[config.mk]
export PLATFORM = sky130hd
export DESIGN_NAME = rs1024_checksum_engine
export DESIGN_NICKNAME = d
export VERILOG_FILES = /design/src/design/rs1024_pkg.sv /design/src/design/rs1024_cell.sv /design/src/design/rs1024_chain.sv /design/src/design/rs1024_checksum_engine.sv
export VERILOG_INCLUDE_DIRS = /design/src /design/src/design
export SDC_FILE = /design/constraint.sdc
export NUM_CORES = 1
export LEC_CHECK = 0
export ABC_AREA = 1
export BUFFER_PORTS_ARGS = -buffer_cell sky130_fd_sc_hd__buf_2
export CORE_ASPECT_RATIO = 0.5
export CORE_UTILIZATION = 41
export DETAILED_ROUTE_END_ITERATION = 7
export PLACE_DENSITY = 0.67
export REMOVE_ABC_BUFFERS = 1
export SLEW_MARGIN = 0
export SYNTH_ARGS = -nofsm -noshare
export SYNTH_HDL_FRONTEND = slang
export SYNTH_SLANG_ARGS = --single-unit
export TNS_END_PERCENT = 30
[constraint.sdc]
create_clock -name clk -period 2.5 [get_ports clk]
set_input_delay 0.5 -clock clk [delete_from_list [all_inputs] [get_ports clk]]
set_output_delay 0.5 -clock clk [all_outputs]
set_load 0.005 [all_outputs]
[src/design/assert_macros.svh]
// ----------------------------------------------------------------------------
// Assertion macros
// Shared forms for the concurrent checks of the checksum engine.
// ----------------------------------------------------------------------------
`ifndef ASSERT_MACROS_SVH
`define ASSERT_MACROS_SVH

// The consequent must hold in the same cycle as the antecedent.
`define CHK_IMPLY(lbl, ante, cons) \
  lbl: assert property (@(posedge clk) disable iff (rst) (ante) |-> (cons)) \
    else $error("same-cycle check failed");

// The consequent must hold in the cycle after the antecedent.
`define CHK_NEXT(lbl, ante, cons) \
  lbl: assert property (@(posedge clk) disable iff (rst) (ante) |=> (cons)) \
    else $error("next-cycle check failed");

`endif

[src/design/rs1024_pkg.sv]
// ----------------------------------------------------------------------------
// rs1024_pkg
// Types, generator constants and the customized start value of the checksum.
// ----------------------------------------------------------------------------
package rs1024_pkg;

  // One symbol of GF(1024) and the three-symbol accumulator.
  localparam int unsigned SYM_W     = 10;
  localparam int unsigned NUM_CELLS = 3;
  localparam int unsigned ACC_W     = SYM_W * NUM_CELLS;
  localparam int unsigned GEN_NUM   = 10;

  typedef logic [SYM_W-1:0] sym_t;
  typedef logic [ACC_W-1:0] acc_t;
  typedef logic [GEN_NUM-1:0][SYM_W-1:0] gen_slice_t;

  // Generator constants, selected by the bits of the top symbol.
  localparam logic [GEN_NUM-1:0][ACC_W-1:0] GEN = {
    30'h03f3f120, 30'h21b1f890, 30'h3090fc48, 30'h38086c24, 30'h1c0c2412,
    30'h0e0e0009, 30'h07070200, 30'h03838100, 30'h01c1c080, 30'h00e0e040
  };

  // Control that the sequencer hands to the cell row.
  typedef struct packed {
    logic fold;
    logic restart;
    sym_t feed;
  } chain_ctrl_t;

  // One fold step, used only to work out the start value at elaboration.
  function automatic acc_t fold_ref(acc_t acc, sym_t w);
    acc_t nxt;
    nxt = {acc[ACC_W-SYM_W-1:0], w};
    for (int k = 0; k < GEN_NUM; k++) begin
      if (acc[ACC_W-SYM_W+k]) begin
        nxt = nxt ^ GEN[k];
      end
    end
    return nxt;
  endfunction

  // Start value 1 followed by the customization string.
  function automatic acc_t start_calc();
    sym_t cust [6];
    acc_t acc;
    cust[0] = sym_t'(8'h73);
    cust[1] = sym_t'(8'h68);
    cust[2] = sym_t'(8'h61);
    cust[3] = sym_t'(8'h6d);
    cust[4] = sym_t'(8'h69);
    cust[5] = sym_t'(8'h72);
    acc = acc_t'(1);
    for (int k = 0; k < 6; k++) begin
      acc = fold_ref(acc, cust[k]);
    end
    return acc;
  endfunction

  localparam acc_t START_VALUE = start_calc();

endpackage

[src/design/rs1024_cell.sv]
// ----------------------------------------------------------------------------
// rs1024_cell
// One symbol of the accumulator: takes the symbol below and adds the
// generator share chosen by the broadcast top symbol.
// ----------------------------------------------------------------------------
module rs1024_cell
  import rs1024_pkg::*;
(
  input  logic        clk,
  input  logic        rst,
  input  chain_ctrl_t ctrl,
  input  sym_t        start_sym,
  input  gen_slice_t  gen_slice,
  input  sym_t        top_sym,
  input  sym_t        shift_in,
  output sym_t        sym,
  output sym_t        sym_next
);

  // Shifted-in symbol plus this cell's share of each selected generator.
  always_comb begin
    sym_next = shift_in;
    for (int k = 0; k < GEN_NUM; k++) begin
      if (top_sym[k]) begin
        sym_next = sym_next ^ gen_slice[k];
      end
    end
  end

  // Symbol register; restart returns it to its share of the start value.
  always_ff @(posedge clk) begin
    if (rst || ctrl.restart) begin
      sym <= start_sym;
    end else if (ctrl.fold) begin
      sym <= sym_next;
    end
  end

endmodule

[src/design/rs1024_chain.sv]
// ----------------------------------------------------------------------------
// rs1024_chain
// Row of three symbol cells that together hold the 30-bit accumulator.
// ----------------------------------------------------------------------------
module rs1024_chain
  import rs1024_pkg::*;
(
  input  logic        clk,
  input  logic        rst,
  input  chain_ctrl_t ctrl,
  output acc_t        acc,
  output acc_t        acc_next
);

  sym_t top_sym;

  // The most significant symbol steers every cell.
  assign top_sym = acc[ACC_W-1 -: SYM_W];

  for (genvar c = 0; c < NUM_CELLS; c++) begin : g_cell
    gen_slice_t slice;
    sym_t       shift_in;

    // This cell's part of each generator constant.
    for (genvar j = 0; j < GEN_NUM; j++) begin : g_gen
      assign slice[j] = GEN[j][c*SYM_W +: SYM_W];
    end

    // The lowest cell takes the new word, the others their lower neighbor.
    if (c == 0) begin : g_low
      assign shift_in = ctrl.feed;
    end else begin : g_up
      assign shift_in = acc[(c-1)*SYM_W +: SYM_W];
    end

    rs1024_cell u_cell (
      .clk       (clk),
      .rst       (rst),
      .ctrl      (ctrl),
      .start_sym (START_VALUE[c*SYM_W +: SYM_W]),
      .gen_slice (slice),
      .top_sym   (top_sym),
      .shift_in  (shift_in),
      .sym       (acc[c*SYM_W +: SYM_W]),
      .sym_next  (acc_next[c*SYM_W +: SYM_W])
    );
  end

endmodule

[src/design/rs1024_checksum_engine.sv]
// ----------------------------------------------------------------------------
// rs1024_checksum_engine
// Streaming RS1024 checksum over GF(1024) with customized start value.
// ----------------------------------------------------------------------------
// Usage: message words enter on the input channel (in_valid, in_stall, word,
// last), one transaction per word. Results leave on the output channel
// (out_valid, out_stall, check_word, valid_res, final_res).
// A word that is not last is folded into the accumulator, so words stream
// at one per cycle while input is not stalled, and produce no result.
// Verify mode: the last word yields one result on the next cycle, valid_res
// set when the accumulator equals 1.
// Generate mode: the last word starts three zero-word folds through the cell
// row, during which input is stalled; the three checksum words, most
// significant first, are loaded into the output queue by the final zero fold,
// and final_res marks the third.
// The results wait in a three-entry output queue, so new words are taken
// while the receiver stalls; only a verify last word, or the final zero fold
// of a generate message, waits for the queue to drain.
// Reset (rst, synchronous) loads the customized start value into the cells,
// clears the queue and selects generate mode. verify_mode is to be written
// through cfg_we and cfg_wdata while the block is idle; the block does not check.
// ----------------------------------------------------------------------------
`include "assert_macros.svh"

module rs1024_checksum_engine
  import rs1024_pkg::*;
(
  input  logic clk,
  input  logic rst,
  input  logic cfg_we,
  input  logic cfg_wdata,
  input  logic in_valid,
  output logic in_stall,
  input  sym_t word,
  input  logic last,
  output logic out_valid,
  input  logic out_stall,
  output sym_t check_word,
  output logic valid_res,
  output logic final_res
);

  logic        verify_mode;
  logic [1:0]  flush_cnt;
  logic [1:0]  flush_cnt_next;
  logic [1:0]  q_count;
  logic [1:0]  q_count_next;
  logic        q_flag;
  logic        q_flag_next;
  sym_t        q_word [NUM_CELLS];
  sym_t        q_word_next [NUM_CELLS];
  logic        in_take;
  logic        out_pop;
  logic        load_gen;
  logic        load_ver;
  chain_ctrl_t ctrl;
  acc_t        acc;
  acc_t        acc_next;

  // Mode register.
  always_ff @(posedge clk) begin
    if (rst) begin
      verify_mode <= 1'b0;
    end else if (cfg_we) begin
      verify_mode <= cfg_wdata;
    end
  end

  // Handshake: stall while flushing, and hold a verify last word until the
  // queue is empty.
  assign in_stall = (flush_cnt != 2'd0) || (last && verify_mode && (q_count != 2'd0));
  assign in_take  = in_valid && !in_stall;
  assign out_pop  = out_valid && !out_stall;

  // Queue loads: the final zero fold in generate mode, or a verify last word.
  assign load_gen = (flush_cnt == 2'd1) && (q_count == 2'd0);
  assign load_ver = in_take && last && verify_mode;

  // Cell row control.
  always_comb begin
    ctrl.feed    = (flush_cnt == 2'd0) ? word : '0;
    ctrl.restart = load_gen || load_ver;
    ctrl.fold    = in_take || ((flush_cnt != 2'd0) && !((flush_cnt == 2'd1) &&
                   (q_count != 2'd0)));
  end

  rs1024_chain u_chain (
    .clk      (clk),
    .rst      (rst),
    .ctrl     (ctrl),
    .acc      (acc),
    .acc_next (acc_next)
  );

  // Flush counter for the three zero folds after a generate last word.
  always_comb begin
    flush_cnt_next = flush_cnt;
    priority if (in_take && last && !verify_mode) begin
      flush_cnt_next = 2'd3;
    end else if (flush_cnt > 2'd1) begin
      flush_cnt_next = flush_cnt - 2'd1;
    end else if (load_gen) begin
      flush_cnt_next = 2'd0;
    end else begin
      flush_cnt_next = flush_cnt;
    end
  end

  // Output queue: head at entry 0, shifts on each output transaction.
  always_comb begin
    q_count_next = q_count;
    q_flag_next  = q_flag;
    for (int k = 0; k < NUM_CELLS; k++) begin
      q_word_next[k] = q_word[k];
    end
    priority if (load_gen) begin
      q_count_next   = 2'd3;
      q_flag_next    = 1'b0;
      q_word_next[0] = acc_next[ACC_W-1 -: SYM_W];
      q_word_next[1] = acc_next[SYM_W +: SYM_W];
      q_word_next[2] = acc_next[SYM_W-1:0] ^ sym_t'(1);
    end else if (load_ver) begin
      q_count_next   = 2'd1;
      q_flag_next    = (acc_next == acc_t'(1));
      q_word_next[0] = '0;
    end else if (out_pop) begin
      q_count_next = q_count - 2'd1;
      for (int k = 0; k < NUM_CELLS - 1; k++) begin
        q_word_next[k] = q_word[k+1];
      end
    end else begin
      q_count_next = q_count;
    end
  end

  // Control registers.
  always_ff @(posedge clk) begin
    if (rst) begin
      flush_cnt <= 2'd0;
      q_count   <= 2'd0;
    end else begin
      flush_cnt <= flush_cnt_next;
      q_count   <= q_count_next;
    end
  end

  // Queue payload.
  always_ff @(posedge clk) begin
    q_flag <= q_flag_next;
    for (int k = 0; k < NUM_CELLS; k++) begin
      q_word[k] <= q_word_next[k];
    end
  end

  // Result fields come straight from the queue head.
  assign out_valid  = (q_count != 2'd0);
  assign check_word = q_word[0];
  assign valid_res  = q_flag;
  assign final_res  = (q_count == 2'd1);

  // Checks on the sequencing.
  `CHK_IMPLY(a_flush_stalls, flush_cnt != 2'd0, in_stall)
  `CHK_IMPLY(a_load_empty, load_gen || load_ver, q_count == 2'd0)
  `CHK_IMPLY(a_verify_single, out_valid && q_flag, q_count == 2'd1)
  `CHK_NEXT(a_restart_value, ctrl.restart, acc == START_VALUE)

endmodule

==> impl_results.md, run 1 <==
- Outcome: completed
- Final #Nets: 666
- Grt total ovfl: 0
- Initial Util: between 40% and 50%
- Diode count: 0
- Synth Area per Inst: 6.53 um2
- H-tree Lvls: 3
- Least-Margin Pin Slew: 0.446 ns
- Crit path launch type: flip-flop
- Routed length on met2: 4300 um
- PnR worst setup slack: a little over 0.5 ns
- I/O Buffers: 30
- Clock skew: about 0.0084 ns
- WS Path Type: reg2reg
- Post-synthesis simple-gate area fraction: 39.0%
- Area of the mapped netlist: 0.00412 mm2
- Initial DRC Count: 256
- Adder-cell share of the synthesized area: 0.608%
- Clk sinks: 66
- Final hold violations: 0
- Inst Count DP: roughly 770
- Final Setup Violations: 0
- First-pass GRT wire length: about 17000 um
- Total of max-cap violations: 0
- Max_slew headroom: 70.2%
- Drt pass-1 iters: 5
- Post-synthesis cell count: 630
- Worst-path clk slew: roughly 0.060 ns
- Setup TNS: 0 ns
- Vias per cell: a little under 5
- Synthesis Warnings: 0
- Fraction of layout cells with a size suffix above 1: between 10% and 20%
- Max Used Layer: met4
- Mux cell area share after synthesis: 0.243%
- Met1 Routed Length: 5040 um
- WP data arrival: ~2.2 ns
- Main synth FF type: dfxtp_1
- WL final: 10300 um
- CTS Buffer Depth: 2
- CP max FO: 22
- FMAX: 0.502 GHz
- Seq cells post-synth: 66
- Layout area overhead: 11.6%
- GRT Util Overall: 21.7%
- Resized Gates After CTS: 0
- Max Slew Vio Count: 0
- Worst-Skew Late Latency: 0.34 ns
- Commonest non-fill, non-tap cell in the layout: nand2_1
- Num rows: 25
- Period minus WS final: about 2.0 ns
- Num ports: 31
- Die Span X: between 100 and 150 um
- CTS Buf Count: 9
- FF-to-FF setup slack: 0.51 ns
- Xor/xnor cell area share of the yosys netlist: about 1.9%
- Compound-Gate Fraction of Synth Area: 7.45%
- Seq/Total Area, Yosys: 39.4%
- Routability cong.: 0.835
- CTS tree: yes
- Post-Layout Cell Count: 787
- Overall Power: 0.00627 W
- Period utilization: 79.7%
- Worst slack at placement: between 0.5 and 0.6 ns
- Vias in the first global route: roughly 3400
- Hold buffers post-CTS: 0
- # Post-CTS Setup Buffers: 0
- Total DRC errors in the routed layout: 0
- Post-synth ARST share: 0%
- Worst hold path class: in2reg
- Largest family of logic cells by synthesized area: simple AND/OR/NAND/NOR gates
- CP endpoint kind: flip-flop
- Initial antenna violation count: 0
- Hpwl dp: 7590 um
- Lkg Pwr: 2.41 nW
- Critical Path RT: around 2.7 ns
- Commonest cells after routing, fill and taps aside: nand2_1 (344), inv_1 (50), dfxtp_1 (36)
- Pwr/cell area: 1370 mW/mm2
- Post-synth EDFFs: 30
- Core Box Area: between 0.009 and 0.01 mm2
- Via count: 3910
- Antenna viol nets, final: 0
- RSZ-0062 raised after global routing: no
- Die ar.: 0.0105 mm2
- Unique cell type count in the Yosys netlist: 30
- Pin count of the biggest net entering global routing: 26
- Die Span Y: around 73 um
- Root Buffer: clkbuf_16
- Maximum VDD drop: 374 uV
- Met3 routed WL: 822 um
- WL/cell: roughly 13 um
state kept, by name (all words and copies together), names as in the netlist:
register	count
valid_res	1
verify_mode	1
q_word	30
u_chain.g_cell.u_cell.sym	30
flush_cnt	2
q_count	2
power by group:
group / internal, W / leakage (nW) / switching (W)
logic: 0.000945 / 1.68 / 0.00220
clock network: 0.000870 / 0.153 / 0.000489
registers: 0.00154 / 0.577 / 0.000232
area by class of cell:
class / instances / area, um2
Clock buffer: 9 / 225
Clock inverter: 7 / 93.8
Fill cell: 942 / 5010
Inverter: 58 / 218
Multi-Input combinational cell: 470 / 2020
Sequential cell: 66 / 1620
Tap cell: 135 / 169
Timing Repair Buffer: 42 / 240
layer usage:
layer | global-route usage, % | vias up
met5 | 0 | -
met4 | 7.45 | 0
met3 | 4.86 | 16
met2 | 32.3 | 130
met1 | 31.0 | 1776
li1 | - | 1988
through the flow:
stage               hold WS, ns  area (um2)  utilization, %
CTS                       0.389        4590            47.8
detailed placement        0.470        4270            44.5
finish                    0.389        4590            47.8
global route              0.403        4590            47.8
global placement          0.467        4270            44.5
floorplan                 0.448        3860               -
cell usage after synthesis (4+ instances only):
cell	n	area, um2
a21oi_1	19	95.1
buf_2	13	65.1
buf_4	15	113
buf_6	6	67.6
dfxtp_1	36	721
edfxtp_1	30	901
inv_1	50	188
inv_2	7	26.3
nand2_1	344	1290
nand2_2	6	37.5
nand3_1	28	140
nor2_1	20	75.1
o211ai_1	10	75.1
o21ai_0	15	75.1
xnor2_1	4	35.0
xor2_1	5	43.8
final timing paths:
path / start / end / cells after the start
setup reg to reg: q_count[0] / u_chain.g_cell[1].u_cell.sym[3] / 10
setup / recovery: q_count[0] / u_chain.g_cell[1].u_cell.sym[3] / 10
hold / removal: cfg_wdata / verify_mode / 3
hold reg to reg: valid_res / valid_res / 2
critical path, cell delays in order (launching register included):
cell and delay [ns]:
dfxtp_1 0.37, inv_1 0.06, ha_1 0.25, inv_1 0.12
nand3_1 0.11, nand2_1 0.10, nand2_2 0.20, inv_2 0.39
a21oi_1 0.13, o21ai_0 0.10, inv_1 0.05
kinds of logic after synthesis:
logic type | Yosys count
xor gates and xnor gates | 9
DFF | 66
and+or+nand+nor | 405
buffers and inverters | 94
muxes | 1
AOI/OAI and AO/OA | 53
adders and majority gates | 2
Note: power is estimated with default switching activity, not from simulation.
==> run 2: changes to the inputs <==
--- a/config.mk
+++ b/config.mk
@@ -6,12 +6,12 @@
 export SDC_FILE = /design/constraint.sdc
 export NUM_CORES = 1
 export LEC_CHECK = 0
-export ABC_AREA = 1
+export ABC_AREA = 0
 export BUFFER_PORTS_ARGS = -buffer_cell sky130_fd_sc_hd__buf_2
 export CORE_ASPECT_RATIO = 0.5
 export CORE_UTILIZATION = 41
 export DETAILED_ROUTE_END_ITERATION = 7
-export PLACE_DENSITY = 0.67
+export PLACE_DENSITY = 0.7
 export REMOVE_ABC_BUFFERS = 1
 export SLEW_MARGIN = 0
 export SYNTH_ARGS = -nofsm -noshare
==> constraint.sdc (replaced) <==
create_clock -name clk -period 1.63 [get_ports clk]
set_input_delay 0.326 -clock clk [delete_from_list [all_inputs] [get_ports clk]]
set_output_delay 0.326 -clock clk [all_outputs]
set_load 0.005 [all_outputs]
==> impl_results.md, run 2 <==
- Post-Layout Cell Count: 584 (-26%)
- FILL cells: 617 (-35%)
- Antenna viol nets, final: 0 (unchanged)
- Initial antenna violation count: 0 (unchanged)
- FF-to-FF setup slack: -0.33 ns (-0.84 ns)
- Hold buffers post-CTS: 0 (unchanged)
- Commonest non-fill, non-tap cell in the layout: buf_4
- Critical Path RT: 1.91 ns (-0.82 ns)
- CTS Buffer Depth: 2 (unchanged)
- Worst-path clk slew: 0.06 ns (about the same)
- Post-synthesis cell count: 368 (-42%)
- Worst Min Path Start: cfg_wdata
- Least-Margin Pin Slew: 0.366 ns (-0.0800 ns)
- Die Span Y: 68.2 um (-6.4%)
- First-pass GRT wire length: 14700 um (-12%)
- CP max FO: 4 (-82%)
- Max_slew headroom: 75.4% (+5.2 points)
- Fraction of layout cells with a size suffix above 1: 42.6% (+31 points)
- WP data arrival: 2.24 ns (+0.02 ns)
- Lkg Pwr: 2.12 nW (-12%)
- Routability cong.: 0.951 (+14%)
- Hpwl dp: 6760 um (-11%)
- PnR worst setup slack: -0.327 ns (-0.836 ns)
- Num rows: 23 (-8.0%)
- Synth area leader: edfxtp_1
- Final Setup Violations: 17 (+17)
- Vias per cell: 5.27 (+6.2%)
- Worst-Skew Late Latency: 0.34 ns (about the same)
- RSZ-0062 raised after global routing: yes
- Outcome: finished with violations
- Seq/Total Area, Yosys: 45.1% (+5.7 points)
- CP top delay family: compound AO/OA/AOI/OAI gates
- CP endpoint kind: flip-flop
- Initial Util: 43.7% (+0.79 points)
- Unique cell type count in the Yosys netlist: 47 (+57%)
- FMAX: 0.511 GHz (+1.7%)
- Drt pass-1 iters: 5 (unchanged)
- GRT Util Overall: 22.4% (+0.71 points)
- Cell with the most instances after synthesis: nand2_1
- Layout area overhead: 41.4%
- Synthesis Warnings: 0 (unchanged)
- CTS tree: yes
- Post-synth EDFFs: 30 (unchanged)
- FF-to-FF Start: u_chain.g_cell[2].u_cell.sym[6]
- Diode count: 0 (unchanged)
- Final #Nets: 486 (-27%)
- Clk sinks: 66 (unchanged)
- WL/cell: 18.3 um (+40%)
- Grt total ovfl: 0 (unchanged)
- Commonest cells after routing, fill and taps aside: buf_4 (77), nand2_1 (52), nor2_1 (31)
- WS Path Type: reg2reg
- Synth top cells by count: nand2_1 (54), xnor2_1 (38), dfxtp_1 (36)
- Total DRC errors in the routed layout: 0 (unchanged)
- Area of the mapped netlist: 0.00359 mm2 (-13%)
- Initial DRC Count: 230 (-10%)
- Worst hold endpoint: verify_mode
- Main synth FF type: dfxtp_1
- Post-synth ARST share: 0% (unchanged)
- Period utilization: 120% (+40 points)
- Top cell type's share of synthesized area: 25.1% (-6.3 points)
- Synth Area per Inst: 9.76 um2 (+49%)
- Crit-path cells: buf_6 -> xnor3_1 -> or2_0 -> mux2_2 -> o41ai_4 -> a32o_2
- Failing checks: setup timing
- Pwr/cell area: 2570 mW/mm2 (+88%)
- Worst hold path class: in2reg
- Crit path buf inv count: 1 (-3)
- Die ar.: 0.00917 mm2 (-12%)
- Pin count of the biggest net entering global routing: 37 (+42%)
- WL final: 10700 um (+3.9%)
- Core Box Area: 0.00823 mm2 (-14%)
- FF-to-FF End: valid_res
- Area after DPL: 0.00430 mm2 (+0.73%)
- I/O Buffers: 30 (unchanged)
- Hold path depth: 3 (unchanged)
- Clock skew: 0.00701 ns (-0.00142 ns)
- Root Buffer: clkbuf_16
- Critical-path top delay cell: dfxtp_4
- Via count: 3080 (-21%)
- Maximum VDD drop: 857 uV (+130%)
- Final hold violations: 0 (unchanged)
- CTS Buf Count: 9 (unchanged)
- Top cells by area in the synthesized netlist: edfxtp_1 (25%), dfxtp_1 (20%), xnor2_1 (9.3%)
- Biggest regs: q_word x30, u_chain.g_cell.u_cell.sym x30
- Die Span X: 134 um (-6.5%)
- Fin area: 0.00508 mm2 (+11%)
- CP peak stage delay: 0.39 ns (about the same)
- Crit path launch type: flip-flop
- Num ports: 31 (unchanged)
- Period minus WS final: 1.96 ns (-0.0341 ns)
- Seq cells post-synth: 66 (unchanged)
- Total of max-cap violations: 0 (unchanged)
- H-tree Lvls: 3 (unchanged)
- Max Slew Vio Count: 0 (unchanged)
- Inst Count DP: 557 (-28%)
- Vias in the first global route: 2791 (-17%)
- Reg2Reg Depth: 6 (-4)
[run 2: routing by layer]
layer / global-route usage (%) / vias to the layer above / wire [um]
met1: 29.0 / 1478 / 4670
met5: 0 / - / 0
met2: 36.3 / 132 / 4870
met3: 6.81 / 19 / 1000
li1: - / 1451 / -
met4: 7.30 / 0 / 170
[run 2: worst reg2reg max path, stage by stage, from the launching register on]
cell,delay [ns]
dfxtp_4,0.39
buf_6,0.12
xnor3_1,0.25
or2_0,0.26
mux2_2,0.31
o41ai_4,0.32
a32o_2,0.25
[run 2: how the worst max path moves through the flow]
| stage | start | to | slack, ns | cells after the start |
|---|---|---|---|---|
| after floorplan | q_count[0] | q_word[0][10] | -0.53 | 4 |
| after global placement | u_chain.g_cell[2].u_cell.sym[3] | valid_res | -0.31 | 7 |
| after detailed placement | u_chain.g_cell[2].u_cell.sym[3] | valid_res | -0.34 | 7 |
| after CTS | u_chain.g_cell[2].u_cell.sym[7] | valid_res | -0.18 | 7 |
| after global routing | u_chain.g_cell[2].u_cell.sym[6] | valid_res | -0.44 | 6 |
| final | u_chain.g_cell[2].u_cell.sym[6] | valid_res | -0.33 | 6 |
[run 2: cells by family (layout without fill, tap and decap cells)]
kind of cell | Yosys count | after routing | synth area share (%)
simple gates | 129 | 129 | 16.7
compound gates | 67 | 67 | 11.6
flops | 66 | 66 | 45.1
xor+xnor | 62 | 62 | 18.3
buf+inv | 40 | 144 | 7.00
fa+ha+maj | 2 | 2 | 0.696
mux | 2 | 2 | 0.592
[run 2: where the power goes]
part	switching (W)	internal [W]	leakage, nW	total, W
logic	0.00394	0.00405	1.38	0.00799
registers	0.000468	0.00245	0.582	0.00292
clock network	0.000755	0.00138	0.159	0.00214
total	0.00516	0.00788	2.12	0.0130
[run 2: metrics by stage]
step | total power, W | utilization (%) | hold WS [ns] | setup TNS (ns) | setup slack (ns)
finish | 0.0130 | 61.8 | 0.250 | -0.875 | -0.327
global route | 0.0137 | 61.8 | 0.265 | -2.35 | -0.437
detailed placement | 0.00959 | 52.3 | 0.450 | -4.10 | -0.337
floorplan | 0.00636 | - | 0.395 | -26.65 | -0.530
global placement | 0.00948 | 52.3 | 0.446 | -2.94 | -0.313
CTS | 0.0123 | 58.5 | 0.245 | -0.403 | -0.179
[run 2: timing repair]
| item | 4_1_cts | 5_1_grt |
|---|---|---|
| resized for setup | 40 | 37 |
| setup endpoints to repair | 64 | 70 |
| pin swaps | 9 | 11 |
| buffers inserted | 3 | 6 |
| gates cloned | 0 | 3 |
[run 2: area by class of cell]
cell class	instances	area [um2]	area share, %
repair buffers	123	976	19.2
multi-input cells	262	1960	38.5
inverters	5	22.5	0.443
clock buffers	10	239	4.70
well taps	112	140	2.76
flip-flops and latches	66	1660	32.6
clock inverters	6	90.1	1.77
==> run 3: changes to the inputs <==
--- a/config.mk
+++ b/config.mk
@@ -12,6 +12,7 @@
 export CORE_UTILIZATION = 41
 export DETAILED_ROUTE_END_ITERATION = 7
 export PLACE_DENSITY = 0.7
+export RECOVER_POWER = 100
 export REMOVE_ABC_BUFFERS = 1
 export SLEW_MARGIN = 0
 export SYNTH_ARGS = -nofsm -noshare
==> impl_results.md, run 3 (same netlist as run 2, synthesis figures left out) <==
- GRT Util Overall: 22.4% (unchanged)
- Period minus WS final: 1.96 ns (-0.00111 ns)
- Comb power frac: 61.1% (about the same)
- Num rows: 23 (unchanged)
- Internal power: 0.00782 W (-0.77%)
- Root Buffer: clkbuf_16
- Diode count: 0 (unchanged)
- Failing checks: setup timing
- PnR worst setup slack: -0.326 ns (+0.00111 ns)
- FMAX: 0.511 GHz (about the same)
- Period utilization: 120% (about the same)
- Worst-path clk slew: 0.06 ns (about the same)
- Fraction of layout cells with a size suffix above 1: 41.1% (-1.5 points)
- Crit path buf inv count: 1 (unchanged)
- WS Path Type: reg2reg
- Biggest regs: q_word x30, u_chain.g_cell.u_cell.sym x30
- Pwr/cell area: 2570 mW/mm2 (about the same)
- Initial antenna violation count: 0 (unchanged)
- Hpwl dp: 6760 um (unchanged)
- Num ports: 31 (unchanged)
- Lkg Pwr: 2.11 nW (-0.79%)
- Die Span X: 134 um (unchanged)
- Power share of the clock group: 16.5% (about the same)
- Clock skew: 0.00682 ns (-0.000188 ns)
- Final Setup Violations: 60 (+43)
- Worst-Skew Late Latency: 0.34 ns (about the same)
- Max_slew headroom: 75.5% (+0.091 points)
- H-tree Lvls: 3 (unchanged)
- FF-to-FF setup slack: -0.33 ns (about the same)
- Crit path launch type: flip-flop
- Core Box Area: 0.00823 mm2 (unchanged)
- Total DRC errors in the routed layout: 0 (unchanged)
- WP data arrival: 2.24 ns (about the same)
- Fin area: 0.00504 mm2 (-0.74%)
- Maximum VDD drop: 835 uV (-2.7%)
- I/O Buffers: 30 (unchanged)
- CP top delay family: compound AO/OA/AOI/OAI gates
- Via count: 3122 (+1.4%)
- CP max FO: 4 (unchanged)
- CP peak stage delay: 0.39 ns (about the same)
- WL/cell: 18.4 um (+0.27%)
- Critical Path RT: 1.91 ns (about the same)
- Area after DPL: 0.00430 mm2 (unchanged)
- Final core utilization: 61.3% (-0.46 points)
- Commonest cells after routing, fill and taps aside: buf_4 (70), nand2_1 (52), nor2_1 (32)
- Overall Power: 0.0130 W (-0.64%)
- Worst Min Path Start: cfg_wdata
- Max Slew Vio Count: 0 (unchanged)
- Worst hold path class: in2reg
- Clk sinks: 66 (unchanged)
- Reg power frac: 22.5% (about the same)
- Drt pass-1 iters: 4 (-1)
- WL final: 10700 um (+0.27%)
- CTS Buffer Depth: 2 (unchanged)
- Worst hold endpoint: verify_mode
- Commonest non-fill, non-tap cell in the layout: buf_4
- Least-Margin Pin Slew: 0.367 ns (+0.000473 ns)
- Antenna viol nets, final: 0 (unchanged)
- CTS Buf Count: 9 (unchanged)
- Final hold violations: 0 (unchanged)
- Vias in the first global route: 2791 (unchanged)
- Total of max-cap violations: 0 (unchanged)
- Outcome: finished with violations
- Die Span Y: 68.2 um (unchanged)
- Switching Share: 39.6% (+0.079 points)
- Initial DRC Count: 191 (-17%)
- CP endpoint kind: flip-flop
- CTS tree: yes
- Crit-path cells: buf_6 -> xnor3_1 -> or2_0 -> mux2_2 -> o41ai_4 -> a32o_2
- Layout area overhead: 40.4%
- Pin count of the biggest net entering global routing: 37 (unchanged)
- Initial Util: 43.7% (unchanged)
- RSZ-0062 raised after global routing: yes
- Reg2Reg Depth: 6 (unchanged)
- First-pass GRT wire length: 14700 um (unchanged)
- Grt total ovfl: 0 (unchanged)
- Routability cong.: 0.951 (unchanged)
- Hold path depth: 3 (unchanged)
- FF-to-FF Start: u_chain.g_cell[2].u_cell.sym[6]
- NetSw: 0.00514 W (-0.44%)
- Vias per cell: 5.35 (+1.4%)
- Final #Nets: 486 (unchanged)
- FF-to-FF End: valid_res
- Critical-path top delay cell: dfxtp_4
- Die ar.: 0.00917 mm2 (unchanged)
[run 3: layer usage]
layer	global-route usage, %	routed length (um)	vias up
met3	6.81	1080	23
met4	7.30	213	0
met5	0	0	-
met2	36.3	4830	140
li1	-	-	1455
met1	29.0	4630	1504
[run 3: per-stage QoR]
step	setup slack [ns]	std cells	hold WS, ns	TNS, ns
after detailed placement	-0.337	557	0.450	-4.10
after global routing	-0.437	584	0.265	-10.69
after global placement	-0.313	557	0.446	-2.94
after floorplan	-0.530	333	0.395	-26.65
after CTS	-0.179	575	0.245	-0.403
final	-0.326	584	0.256	-3.82
[run 3: repair_timing]
action / in CTS / in global routing
gates resized for setup: 40 / 37
hold buffers: 0 / 0
setup endpoints to repair: 64 / 70
buffers inserted: 3 / 6
gates cloned: 0 / 3
pin swaps: 9 / 11
[run 3: how the worst max path moves through the flow]
stage,from,depth (start not counted),to
floorplan,q_count[0],4,q_word[0][10]
global placement,u_chain.g_cell[2].u_cell.sym[3],7,valid_res
detailed placement,u_chain.g_cell[2].u_cell.sym[3],7,valid_res
CTS,u_chain.g_cell[2].u_cell.sym[7],7,valid_res
global route,u_chain.g_cell[2].u_cell.sym[6],6,valid_res
finish,u_chain.g_cell[2].u_cell.sym[6],6,valid_res
[run 3: area by class of cell]
class | count | area, um2
flip-flops and latches | 66 | 1650
well taps | 112 | 140
fillers | 627 | 3190
multi-input cells | 262 | 1930
repair buffers | 123 | 966
clock inverters | 6 | 90.1
inverters | 5 | 22.5
clock buffers | 10 | 239
[run 3: power groups by stage]
stage	registers, W	clock network, W	logic, W
6_report	0.00291	0.00213	0.00792
5_1_grt	0.00297	0.00222	0.00844
4_1_cts	0.00289	0.00214	0.00723
3_5_place_dp	0.00284	0	0.00674
3_3_place_gp	0.00283	0	0.00665
2_1_floorplan	0.00289	0	0.00348
[run 3: worst reg2reg max path: cells and delay by family, from the launching register on]
kind | cells | cell delay [ns]
mux | 1 | 0.31
simple gates | 1 | 0.26
compound gates | 2 | 0.57
xor+xnor | 1 | 0.25
flops | 1 | 0.39
buf+inv | 1 | 0.12
